### src/rtl/core/tlbl_pkg.sv
// tlbl_pkg: shared constants, state encoding and structs for the tlb lookup block
// depends on nothing; imported by tlbl_scan_alu, tlb_lookup_with_lru_fifo_replace and tb
`timescale 1ns / 1ps

package tlbl_pkg;

  localparam int ENTRIES    = 32;
  localparam int IDX_BITS   = $clog2(ENTRIES);
  localparam int PAGE_BITS  = 8;
  localparam int FRAME_BITS = 7;
  localparam int AGE_BITS   = 16;
  localparam int SEQ_BITS   = 16;
  localparam int KEY_BITS   = (AGE_BITS > SEQ_BITS) ? AGE_BITS : SEQ_BITS;

  localparam logic OP_LOOKUP  = 1'b0;
  localparam logic OP_INSTALL = 1'b1;

  localparam logic POLICY_LRU  = 1'b0;
  localparam logic POLICY_FIFO = 1'b1;

  typedef enum logic [1:0] {
    ST_IDLE,
    ST_SCAN,
    ST_DONE
  } state_t;

  // one entry as seen by the scan unit
  typedef struct packed {
    logic                 valid;
    logic [PAGE_BITS-1:0] page;
    logic [AGE_BITS-1:0]  age;
    logic [SEQ_BITS-1:0]  seq;
  } entry_view_t;

  // scan unit verdict for the current entry
  typedef struct packed {
    logic                 match;
    logic [AGE_BITS-1:0]  age_next;
    logic [KEY_BITS-1:0]  key;
    logic                 better;
  } scan_res_t;

endpackage

### src/rtl/core/tlbl_scan_alu.sv
// tlbl_scan_alu: shared compare and age unit used once per entry during a scan
// depends on tlbl_pkg
`timescale 1ns / 1ps

module tlbl_scan_alu (
  input  logic                          policy,
  input  logic                          first,
  input  logic [tlbl_pkg::PAGE_BITS-1:0] req_page,
  input  logic [tlbl_pkg::KEY_BITS-1:0]  best_key,
  input  tlbl_pkg::entry_view_t         ent,
  output tlbl_pkg::scan_res_t           res
);
  import tlbl_pkg::*;

  localparam logic [AGE_BITS-1:0] AGE_MAX = {AGE_BITS{1'b1}};

  logic [KEY_BITS-1:0] key;

  always_comb begin
    // victim key: stamp for fifo, age for lru
    if (policy == POLICY_FIFO) begin
      key = KEY_BITS'(ent.seq);
    end else begin
      key = KEY_BITS'(ent.age);
    end
    res.key   = key;
    res.match = ent.valid && (ent.page == req_page);
    // saturating age step
    if (ent.valid && (ent.age != AGE_MAX)) begin
      res.age_next = ent.age + AGE_BITS'(1);
    end else begin
      res.age_next = ent.age;
    end
    if (first) begin
      res.better = 1'b1;
    end else if (policy == POLICY_FIFO) begin
      res.better = key < best_key;
    end else begin
      res.better = key > best_key;
    end
  end

endmodule

### src/rtl/core/tlb_lookup_with_lru_fifo_replace.sv
// tlb_lookup_with_lru_fifo_replace: 32-entry fully associative tlb, lru or fifo replacement
// depends on tlbl_pkg and tlbl_scan_alu
`timescale 1ns / 1ps

// Fully associative TLB of 32 entries mapping page numbers to frame numbers.
// A lookup word (op 0) ages every valid entry by one (saturating), clears the
// age of the lowest numbered matching entry and returns hit, frame and slot.
// An install word (op 1) writes into the lowest numbered invalid entry; when
// all entries are valid it replaces the entry with the greatest age (policy 0,
// lru) or the smallest install stamp (policy 1, fifo), lowest index on ties,
// and reports the evicted page. One compare/age unit walks the entries one
// per cycle, so a word is accepted in the idle state, then scanned against
// all 32 entries, then committed as a registered result word. The input is
// not ready during that time; a result waiting on out_ready holds the
// commit step. Write replace_policy over the cfg port only while idle.

module tlb_lookup_with_lru_fifo_replace (
  input  logic                            clk,
  input  logic                            rst,
  // configuration
  input  logic                            cfg_valid,
  output logic                            cfg_ready,
  input  logic                            cfg_data,
  // request words
  input  logic                            in_valid,
  output logic                            in_ready,
  input  logic                            op,
  input  logic [tlbl_pkg::PAGE_BITS-1:0]  vpn,
  input  logic [tlbl_pkg::FRAME_BITS-1:0] pfn,
  input  logic [tlbl_pkg::SEQ_BITS-1:0]   install_sequence,
  // result words
  output logic                            out_valid,
  input  logic                            out_ready,
  output logic                            hit,
  output logic [tlbl_pkg::FRAME_BITS-1:0] frame_out,
  output logic [tlbl_pkg::IDX_BITS-1:0]   slot,
  output logic                            evicted,
  output logic [tlbl_pkg::PAGE_BITS-1:0]  evicted_page
);
  import tlbl_pkg::*;

  localparam logic [IDX_BITS-1:0] IDX_LAST = IDX_BITS'(ENTRIES - 1);

  // entry storage: valid bits reset, payload only read once valid
  logic [ENTRIES-1:0]    ent_valid;
  logic [PAGE_BITS-1:0]  ent_page  [ENTRIES];
  logic [FRAME_BITS-1:0] ent_frame [ENTRIES];
  logic [AGE_BITS-1:0]   ent_age   [ENTRIES];
  logic [SEQ_BITS-1:0]   ent_seq   [ENTRIES];

  logic policy;

  state_t state, state_next;

  // captured request
  logic                  req_op;
  logic [PAGE_BITS-1:0]  req_page;
  logic [FRAME_BITS-1:0] req_frame;
  logic [SEQ_BITS-1:0]   req_seq;

  // scan bookkeeping
  logic [IDX_BITS-1:0]   idx;
  logic                  found;
  logic [FRAME_BITS-1:0] found_frame;
  logic [IDX_BITS-1:0]   found_slot;
  logic                  free_found;
  logic [IDX_BITS-1:0]   free_pos;
  logic [IDX_BITS-1:0]   best_idx;
  logic [KEY_BITS-1:0]   best_key;
  logic [PAGE_BITS-1:0]  best_page;

  logic        can_load;
  logic        accept;
  logic        scan_en;
  logic        commit;
  entry_view_t cur;
  scan_res_t   res;
  logic [IDX_BITS-1:0] wr_pos;

  assign cfg_ready = 1'b1;
  assign can_load  = !out_valid || out_ready;
  assign accept    = in_valid && in_ready;

  assign cur.valid = ent_valid[idx];
  assign cur.page  = ent_page[idx];
  assign cur.age   = ent_age[idx];
  assign cur.seq   = ent_seq[idx];

  tlbl_scan_alu u_alu (
    .policy   (policy),
    .first    (idx == '0),
    .req_page (req_page),
    .best_key (best_key),
    .ent      (cur),
    .res      (res)
  );

  // install target: first free entry, else the chosen victim
  assign wr_pos = free_found ? free_pos : best_idx;

  // next state
  always_comb begin
    state_next = state;
    unique case (state)
      ST_IDLE: begin
        if (in_valid) state_next = ST_SCAN;
      end
      ST_SCAN: begin
        if (idx == IDX_LAST) state_next = ST_DONE;
      end
      ST_DONE: begin
        if (can_load) state_next = ST_IDLE;
      end
      default: state_next = ST_IDLE;
    endcase
  end

  // sequencer outputs
  always_comb begin
    in_ready = 1'b0;
    scan_en  = 1'b0;
    commit   = 1'b0;
    unique case (state)
      ST_IDLE: in_ready = 1'b1;
      ST_SCAN: scan_en  = 1'b1;
      ST_DONE: commit   = can_load;
      default: ;
    endcase
  end

  // control state
  always_ff @(posedge clk) begin
    if (rst) begin
      state     <= ST_IDLE;
      out_valid <= 1'b0;
      policy    <= POLICY_LRU;
      ent_valid <= '0;
    end else begin
      state <= state_next;
      if (cfg_valid && cfg_ready) policy <= cfg_data;
      if (commit) begin
        out_valid <= 1'b1;
      end else if (out_ready) begin
        out_valid <= 1'b0;
      end
      if (commit && (req_op == OP_INSTALL)) ent_valid[wr_pos] <= 1'b1;
    end
  end

  // request capture and scan datapath
  always_ff @(posedge clk) begin
    if (accept) begin
      req_op      <= op;
      req_page    <= vpn;
      req_frame   <= pfn;
      req_seq     <= install_sequence;
      idx         <= '0;
      found       <= 1'b0;
      found_frame <= '0;
      found_slot  <= '0;
      free_found  <= 1'b0;
      free_pos    <= '0;
    end
    if (scan_en) begin
      idx <= idx + IDX_BITS'(1);
      if (req_op == OP_LOOKUP) begin
        // age every valid entry, first match restarts at zero
        if (res.match && !found) begin
          found       <= 1'b1;
          found_frame <= ent_frame[idx];
          found_slot  <= idx;
          ent_age[idx] <= '0;
        end else begin
          ent_age[idx] <= res.age_next;
        end
      end else begin
        if (!cur.valid && !free_found) begin
          free_found <= 1'b1;
          free_pos   <= idx;
        end
        if (res.better) begin
          best_idx  <= idx;
          best_key  <= res.key;
          best_page <= cur.page;
        end
      end
    end
    if (commit) begin
      if (req_op == OP_LOOKUP) begin
        hit          <= found;
        frame_out    <= found_frame;
        slot         <= found_slot;
        evicted      <= 1'b0;
        evicted_page <= '0;
      end else begin
        hit          <= 1'b0;
        frame_out    <= '0;
        slot         <= wr_pos;
        evicted      <= !free_found;
        evicted_page <= free_found ? '0 : best_page;
        ent_page[wr_pos]  <= req_page;
        ent_frame[wr_pos] <= req_frame;
        ent_age[wr_pos]   <= '0;
        ent_seq[wr_pos]   <= req_seq;
      end
    end
  end

  // an accepted word always starts a scan from entry zero
  a_accept_scan: assert property (@(posedge clk) disable iff (rst)
    accept |=> (state == ST_SCAN) && (idx == '0))
    else $error("scan did not start after accept");

  // the scan runs through every entry before committing
  a_scan_len: assert property (@(posedge clk) disable iff (rst)
    (state == ST_SCAN) && (idx != IDX_LAST) |=> (state == ST_SCAN))
    else $error("scan left early");

  // a result is either a hit or an eviction, never both
  a_hit_evict: assert property (@(posedge clk) disable iff (rst)
    out_valid |-> !(hit && evicted))
    else $error("hit and eviction in one result");

  // an install always leaves its slot valid
  a_install_valid: assert property (@(posedge clk) disable iff (rst)
    commit && (req_op == OP_INSTALL) |=> ent_valid[slot])
    else $error("installed slot not valid");

endmodule

### config.mk
export PLATFORM = sky130hd
export DESIGN_NAME = tlb_lookup_with_lru_fifo_replace
export DESIGN_NICKNAME = d
export VERILOG_FILES = /design/src/rtl/core/tlbl_pkg.sv /design/src/rtl/core/tlbl_scan_alu.sv /design/src/rtl/core/tlb_lookup_with_lru_fifo_replace.sv
export SDC_FILE = /design/constraint.sdc
export NUM_CORES = 2
export LEC_CHECK = 0
export ABC_CLOCK_PERIOD_IN_PS = 7540
export BUFFER_PORTS_ARGS = -buffer_cell sky130_fd_sc_hd__buf_2
export CORE_MARGIN = 2
export CORE_UTILIZATION = 30
export CTS_CLUSTER_DIAMETER = 150
export DETAILED_ROUTE_END_ITERATION = 7
export PLACE_DENSITY = 0.56
export SLEW_MARGIN = 30
export SYNTH_ARGS = -nofsm -noshare
export SYNTH_HDL_FRONTEND = slang
export SYNTH_SLANG_ARGS = --single-unit
### constraint.sdc
create_clock -name clk -period 7.54 [get_ports clk]
set_input_delay 0.377 -clock clk [delete_from_list [all_inputs] [get_ports clk]]
set_output_delay 0.377 -clock clk [all_outputs]
set_load 0.05 [all_outputs]
-- Word-level counts from Yosys, hierarchy flattened
Memories as Yosys holds them, arrays and structs flattened. A register that Yosys moved wholly into a read port is not among the register bits.
Cells that the tools add are included.
- $add $sub $neg: 2
- equality and inequality tests: 8
- muxes and demuxes: 60
- reductions and logical operators: 20
- bitwise logic cells: 3
- magnitude comparators: 5
- operator list (operator ; number):
    5-bit two-way mux ; 17
    16-bit two-way mux ; 4
    32-bit bitwise OR ; 1
    1-bit two-way mux ; 29
    7-bit two-way mux ; 4
    16-bit by 1-bit adder with 16-bit output (second input constant) ; 1
    16-bit > comparator ; 1
    16-bit less-than comparator ; 1
    16-bit inequality test (second input constant) ; 1
    16-bit OR reduction ; 1
    5-bit by 6-bit less-than comparator with 1-bit output (second input constant) ; 2
    8-bit == test ; 1
    1-bit logical AND ; 7
    2-bit two-way mux ; 3
    2-bit inequality test (second input constant) ; 3
    2-bit case mux with 3 select lines ; 1
    3-bit AND reduction ; 2
    5-bit by 1-bit adder with 5-bit output (second input constant) ; 1
    1-bit binary-select mux with 5-bit select ; 1
    1-bit demux with 5-bit select ; 1
    5-bit == test (second input constant) ; 1
    5-bit by 1-bit greater-or-equal comparator with 1-bit output (second input constant) ; 1
    5-bit logical NOT ; 1
    1-bit logical NOT ; 4
    8 further kinds ; 9
- input port bits: 38
- RAM bits: 1504
- memories kept: 4
- register bits: 143
- output and inout port bits: 25
- word-level logic and storage cells: 124
- memories (memory ; depth ; bits a word ; rd ports ; clocked after memory_dff ; wr ports ; RTL line ; RTL):
    ent_age ; 32 ; 16 ; 1 ; 1 ; 1 ; tlb_lookup_with_lru_fifo_replace.sv:48 ; logic [AGE_BITS-1:0] ent_age [ENTRIES];
    ent_seq ; 32 ; 16 ; 1 ; 1 ; 1 ; tlb_lookup_with_lru_fifo_replace.sv:49 ; logic [SEQ_BITS-1:0] ent_seq [ENTRIES];
    ent_page ; 32 ; 8 ; 1 ; 1 ; 1 ; tlb_lookup_with_lru_fifo_replace.sv:46 ; logic [PAGE_BITS-1:0] ent_page [ENTRIES];
    ent_frame ; 32 ; 7 ; 1 ; 1 ; 1 ; tlb_lookup_with_lru_fifo_replace.sv:47 ; logic [FRAME_BITS-1:0] ent_frame [ENTRIES];

-- Depth between registers and ports, before layout
- depth in word-level cells: 10
- mapped depth: 22
- gate-level depth less buffers: 17

-- Modules after synthesis
A second synthesis with hierarchy kept.
- cell total of the unflattened synthesis: 2801
- area, all modules: 63855.0 um^2
- modules (own cells, without submodules) (module ; instances ; area each (um^2) ; cells an instance ; sequential area each (um^2)):
    tlb_lookup_with_lru_fifo_replace ; 1 ; 62806.5 ; 2658 ; 49007.0
    tlbl_scan_alu ; 1 ; 1048.5 ; 143 ; 0.0

-- Worst setup path before layout
OpenSTA, ideal clock, no wires.
- kind: register -> register
- from: reg (tool-made name)
- to: reg best_idx[0] (enable)
- data required time: 7.071 ns
- path slack: 0.298 ns
- cell stages (with the launch flop): 20
- arrival: 6.773 ns
- library setup time: 0.469 ns
- period minus slack after synthesis: 7.242 ns
- buffers on the path: 5
- cells stage by stage: dfxtp_1 > buf_6 > buf_2 > buf_2 > clkbuf_1 > clkbuf_1 > mux4_2 > mux4_2 > mux2i_1 > a21oi_1 > ha_1 > a21oi_1 > nor2b_1 > o21ai_0 > nand2b_1 > a21o_1 > a2111oi_0 > o2bb2ai_1 > nand2_1 > a311oi_1
- RTL lines (what ; RTL line ; RTL):
    end signal: assignment ; tlb_lookup_with_lru_fifo_replace.sv:182 ; best_idx <= idx;
    end: declaration ; tlb_lookup_with_lru_fifo_replace.sv:68 ; logic [IDX_BITS-1:0] best_idx;

==> results.json <==
{
  "synth_nets": 3272,
  "port-buffer-count": 61,
  "dieArea_mm2": 0.218,
  "max_freq_mhz": 175,
  "final_cell_mix": "edfxtp_1, mux2i_1, mux4_2, clkbuf_16, a22oi_1",
  "final_common_cell": "edfxtp_1",
  "async_flop_share_pct": 0,
  "cp.arrival_ps": 6190,
  "hpwl_um": 95400,
  "overflow": 0,
  "rr_worst_depth": 14,
  "fill_cells": 20000,
  "area_growth_pct": 16.4,
  "synth_seq_cells": 1652,
  "grt_use_total_pct": 15.6,
  "die_x_um": 467,
  "drtAntennaViolNets": 0,
  "leakage_nw": 23.4,
  "grt_pass1_wl_um": 244000,
  "io_pins": 63,
  "yosysSeqAreaShare_pct": 76.1,
  "drc": 0,
  "status": "complete, no violations",
  "cts.sink_count": 1652,
  "viasPerCell": 5.00,
  "ir_drop_v": 0.000235,
  "multiInputGateArea_mm2": 0.0149,
  "worst_slew_pin_slew_ps": 1070,
  "synth_edf_count": 1592,
  "drive_above_1_share_pct": 23.3,
  "antenna_cells": 0,
  "core.rowCount": 170,
  "end_kind": "flip-flop",
  "grt_pass1_vias": 32600,
  "h-tree-depth": 4,
  "vias": 32100,
  "rsz0062_at_grt": "no",
  "critPathMaxFanout": 32,
  "clk_latency_ps": 820,
  "nets": 3512,
  "hp-class": "input port to flip-flop",
  "drv_cap": 0,
  "synth_area_mm2": 0.0644,
  "synth_cell_type_count": 65,
  "setup_viol": 0,
  "synthFlopType": "edfxtp_1",
  "stdcell_count": 6425,
  "wirelength_um": 172000,
  "antenna_found_initial": 0,
  "cts_buffers": 174,
  "tritoncts": "built",
  "final-hold-violation-count": 0,
  "critPathKind": "flip-flop to flip-flop",
  "cts_root_buf": "clkbuf_16",
  "wl_per_cell_um": 26.8,
  "gp_routability_congestion": 0.804,
  "fin_crit_sh_pct": 75.6,
  "startpoint_type": "flip-flop",
  "start_util_pct": 30.1,
  "dpl.cell_count": 6058,
  "die_y_um": 467,
  "finalSetupTns_ps": 0,
  "syn_inst": 3214,
  "holdPathStages": 2,
  "synth_warnings": 0,
  "first_iter_violations": 3437,
  "slew_viol_final": 0,
  "clockBufferDepth": 3,
  "grt_max_degree": 124,
  "finalClockSkew_ps": 42.2,
  "clkSlewWorstSetupHoldPaths_ps": 60,
  "drt-pass1-iter-count": 6,
  "totalPowerFinal_mw": 20.9,
  "placed_area_mm2": 0.0689,
  "layout.area.seq_mm2": 0.0490,
  "min_period_ps": 5700,
  "maxSlewHeadroom_pct": 28.4,
  "core_area_mm2": 0.214,
  "power_density_mw_per_mm2": 279,
  "fin_hold_ws_ps": 90.3,
  "avgSynthCellArea_um2": 20.0,
  "crit_required_ps": 8030,
  "stdcell_area_mm2": 0.0750
}
==> registers in the layout (all words and copies together), names as in the netlist, 8 cells and up, named ones only <==
| register | count |
|---|---|
| ent_age | 512 |
| ent_seq | 512 |
| ent_page | 256 |
| ent_frame | 224 |
| ent_valid | 32 |
| best_key | 16 |
| req_seq | 16 |
| best_page | 8 |
| evicted_page | 8 |
| req_page | 8 |
==> layout make-up <==
cell class,instances,area share (%)
inverter,28,0.140
clock inverter,86,0.956
tap,2838,4.73
multi-input combinational,1368,19.9
sequential,1652,65.4
clock buffer,223,6.24
timing repair buffer,230,2.63
==> worst max-delay path, cell delays in order, from the launching register on <==
cell       delay [ps]
dfxtp_4           650
nor2b_4           870
buf_4             420
a22oi_1           140
nand3_1            90
o21ai_0           280
nor3_1            890
a21oi_1           160
ha_1              370
a21o_1            170
a2111oi_0         390
o2bb2ai_1         190
nand2_1           120
a311oi_4          270
buf_4             310
==> metrics by stage <==
stage / setup slack, ps / util [%]
after floorplan: 298 / -
final: 1840 / 35.0
after global placement: 1930 / 32.1
after detailed placement: 1960 / 32.2
after global routing: 1680 / 35.0
after CTS: 1950 / 34.9
==> synthesized netlist by cell type, types with 31 or more instances <==
master | n | share of area (%)
nand2_1 | 93 | 0.54
a22oi_1 | 126 | 1.5
edfxtp_1 | 1592 | 74
mux4_2 | 298 | 10
nand3_1 | 70 | 0.54
dfxtp_1 | 60 | 1.9
nor2_1 | 158 | 0.92
o21ai_0 | 31 | 0.24
buf_2 | 32 | 0.25
a21oi_1 | 37 | 0.29
clkbuf_1 | 72 | 0.42
mux2i_1 | 321 | 5.0
==> report_power, final <==
part	leakage, nW	internal, mW	switching [mW]
Clock	2.62	4.65	3.54
Sequential	14.9	10.2	0.145
Combinational	5.87	0.990	1.41
Total	23.4	15.8	5.10
==> what timing repair did <==
action                                 CTS  global route
setup buffers                            0             0
endpoints found under the hold margin   34             0
gates resized for setup                  0             0
hold buffers                            35             0
==> worst paths after layout <==
kind	start	endpoint	slack [ps]
setup / recovery	flip-flop	best_page[5]$_DFFE_PP_	1840
hold / removal	rst	ent_valid[18]$_SDFFE_PP0P_	90
setup reg to reg	flip-flop	best_page[5]$_DFFE_PP_	1840
hold reg to reg	found_frame[2]$_DFF_P_	found_frame[2]$_DFF_P_	460
==> kinds of logic (layout without fill, tap and decap cells) <==
group           after synthesis  after routing  share of synthesized area (%)
mux                         630            630                           15.6
flops                      1652           1652                           76.1
compound gates              261            261                           2.87
simple gates                440            440                           3.21
fa+ha+maj                    20             20                          0.389
buf+inv                     194            567                           1.59
xor+xnor                     16             16                          0.218
other cells                   1              1                        0.00582
==> per-layer routing <==
layer  GRT usage, %  vias to the layer above  wire [um]  part of all wire (%)
met4           4.65                        0       4490                   2.6
met3           2.25                      242       9880                   5.7
li1               -                    13600          -                     -
met2           25.8                     1088      84400                    49
met1           21.4                    17200      73500                    43
met5              0                        -          0                     0
Power figures use the tool's default switching activity.
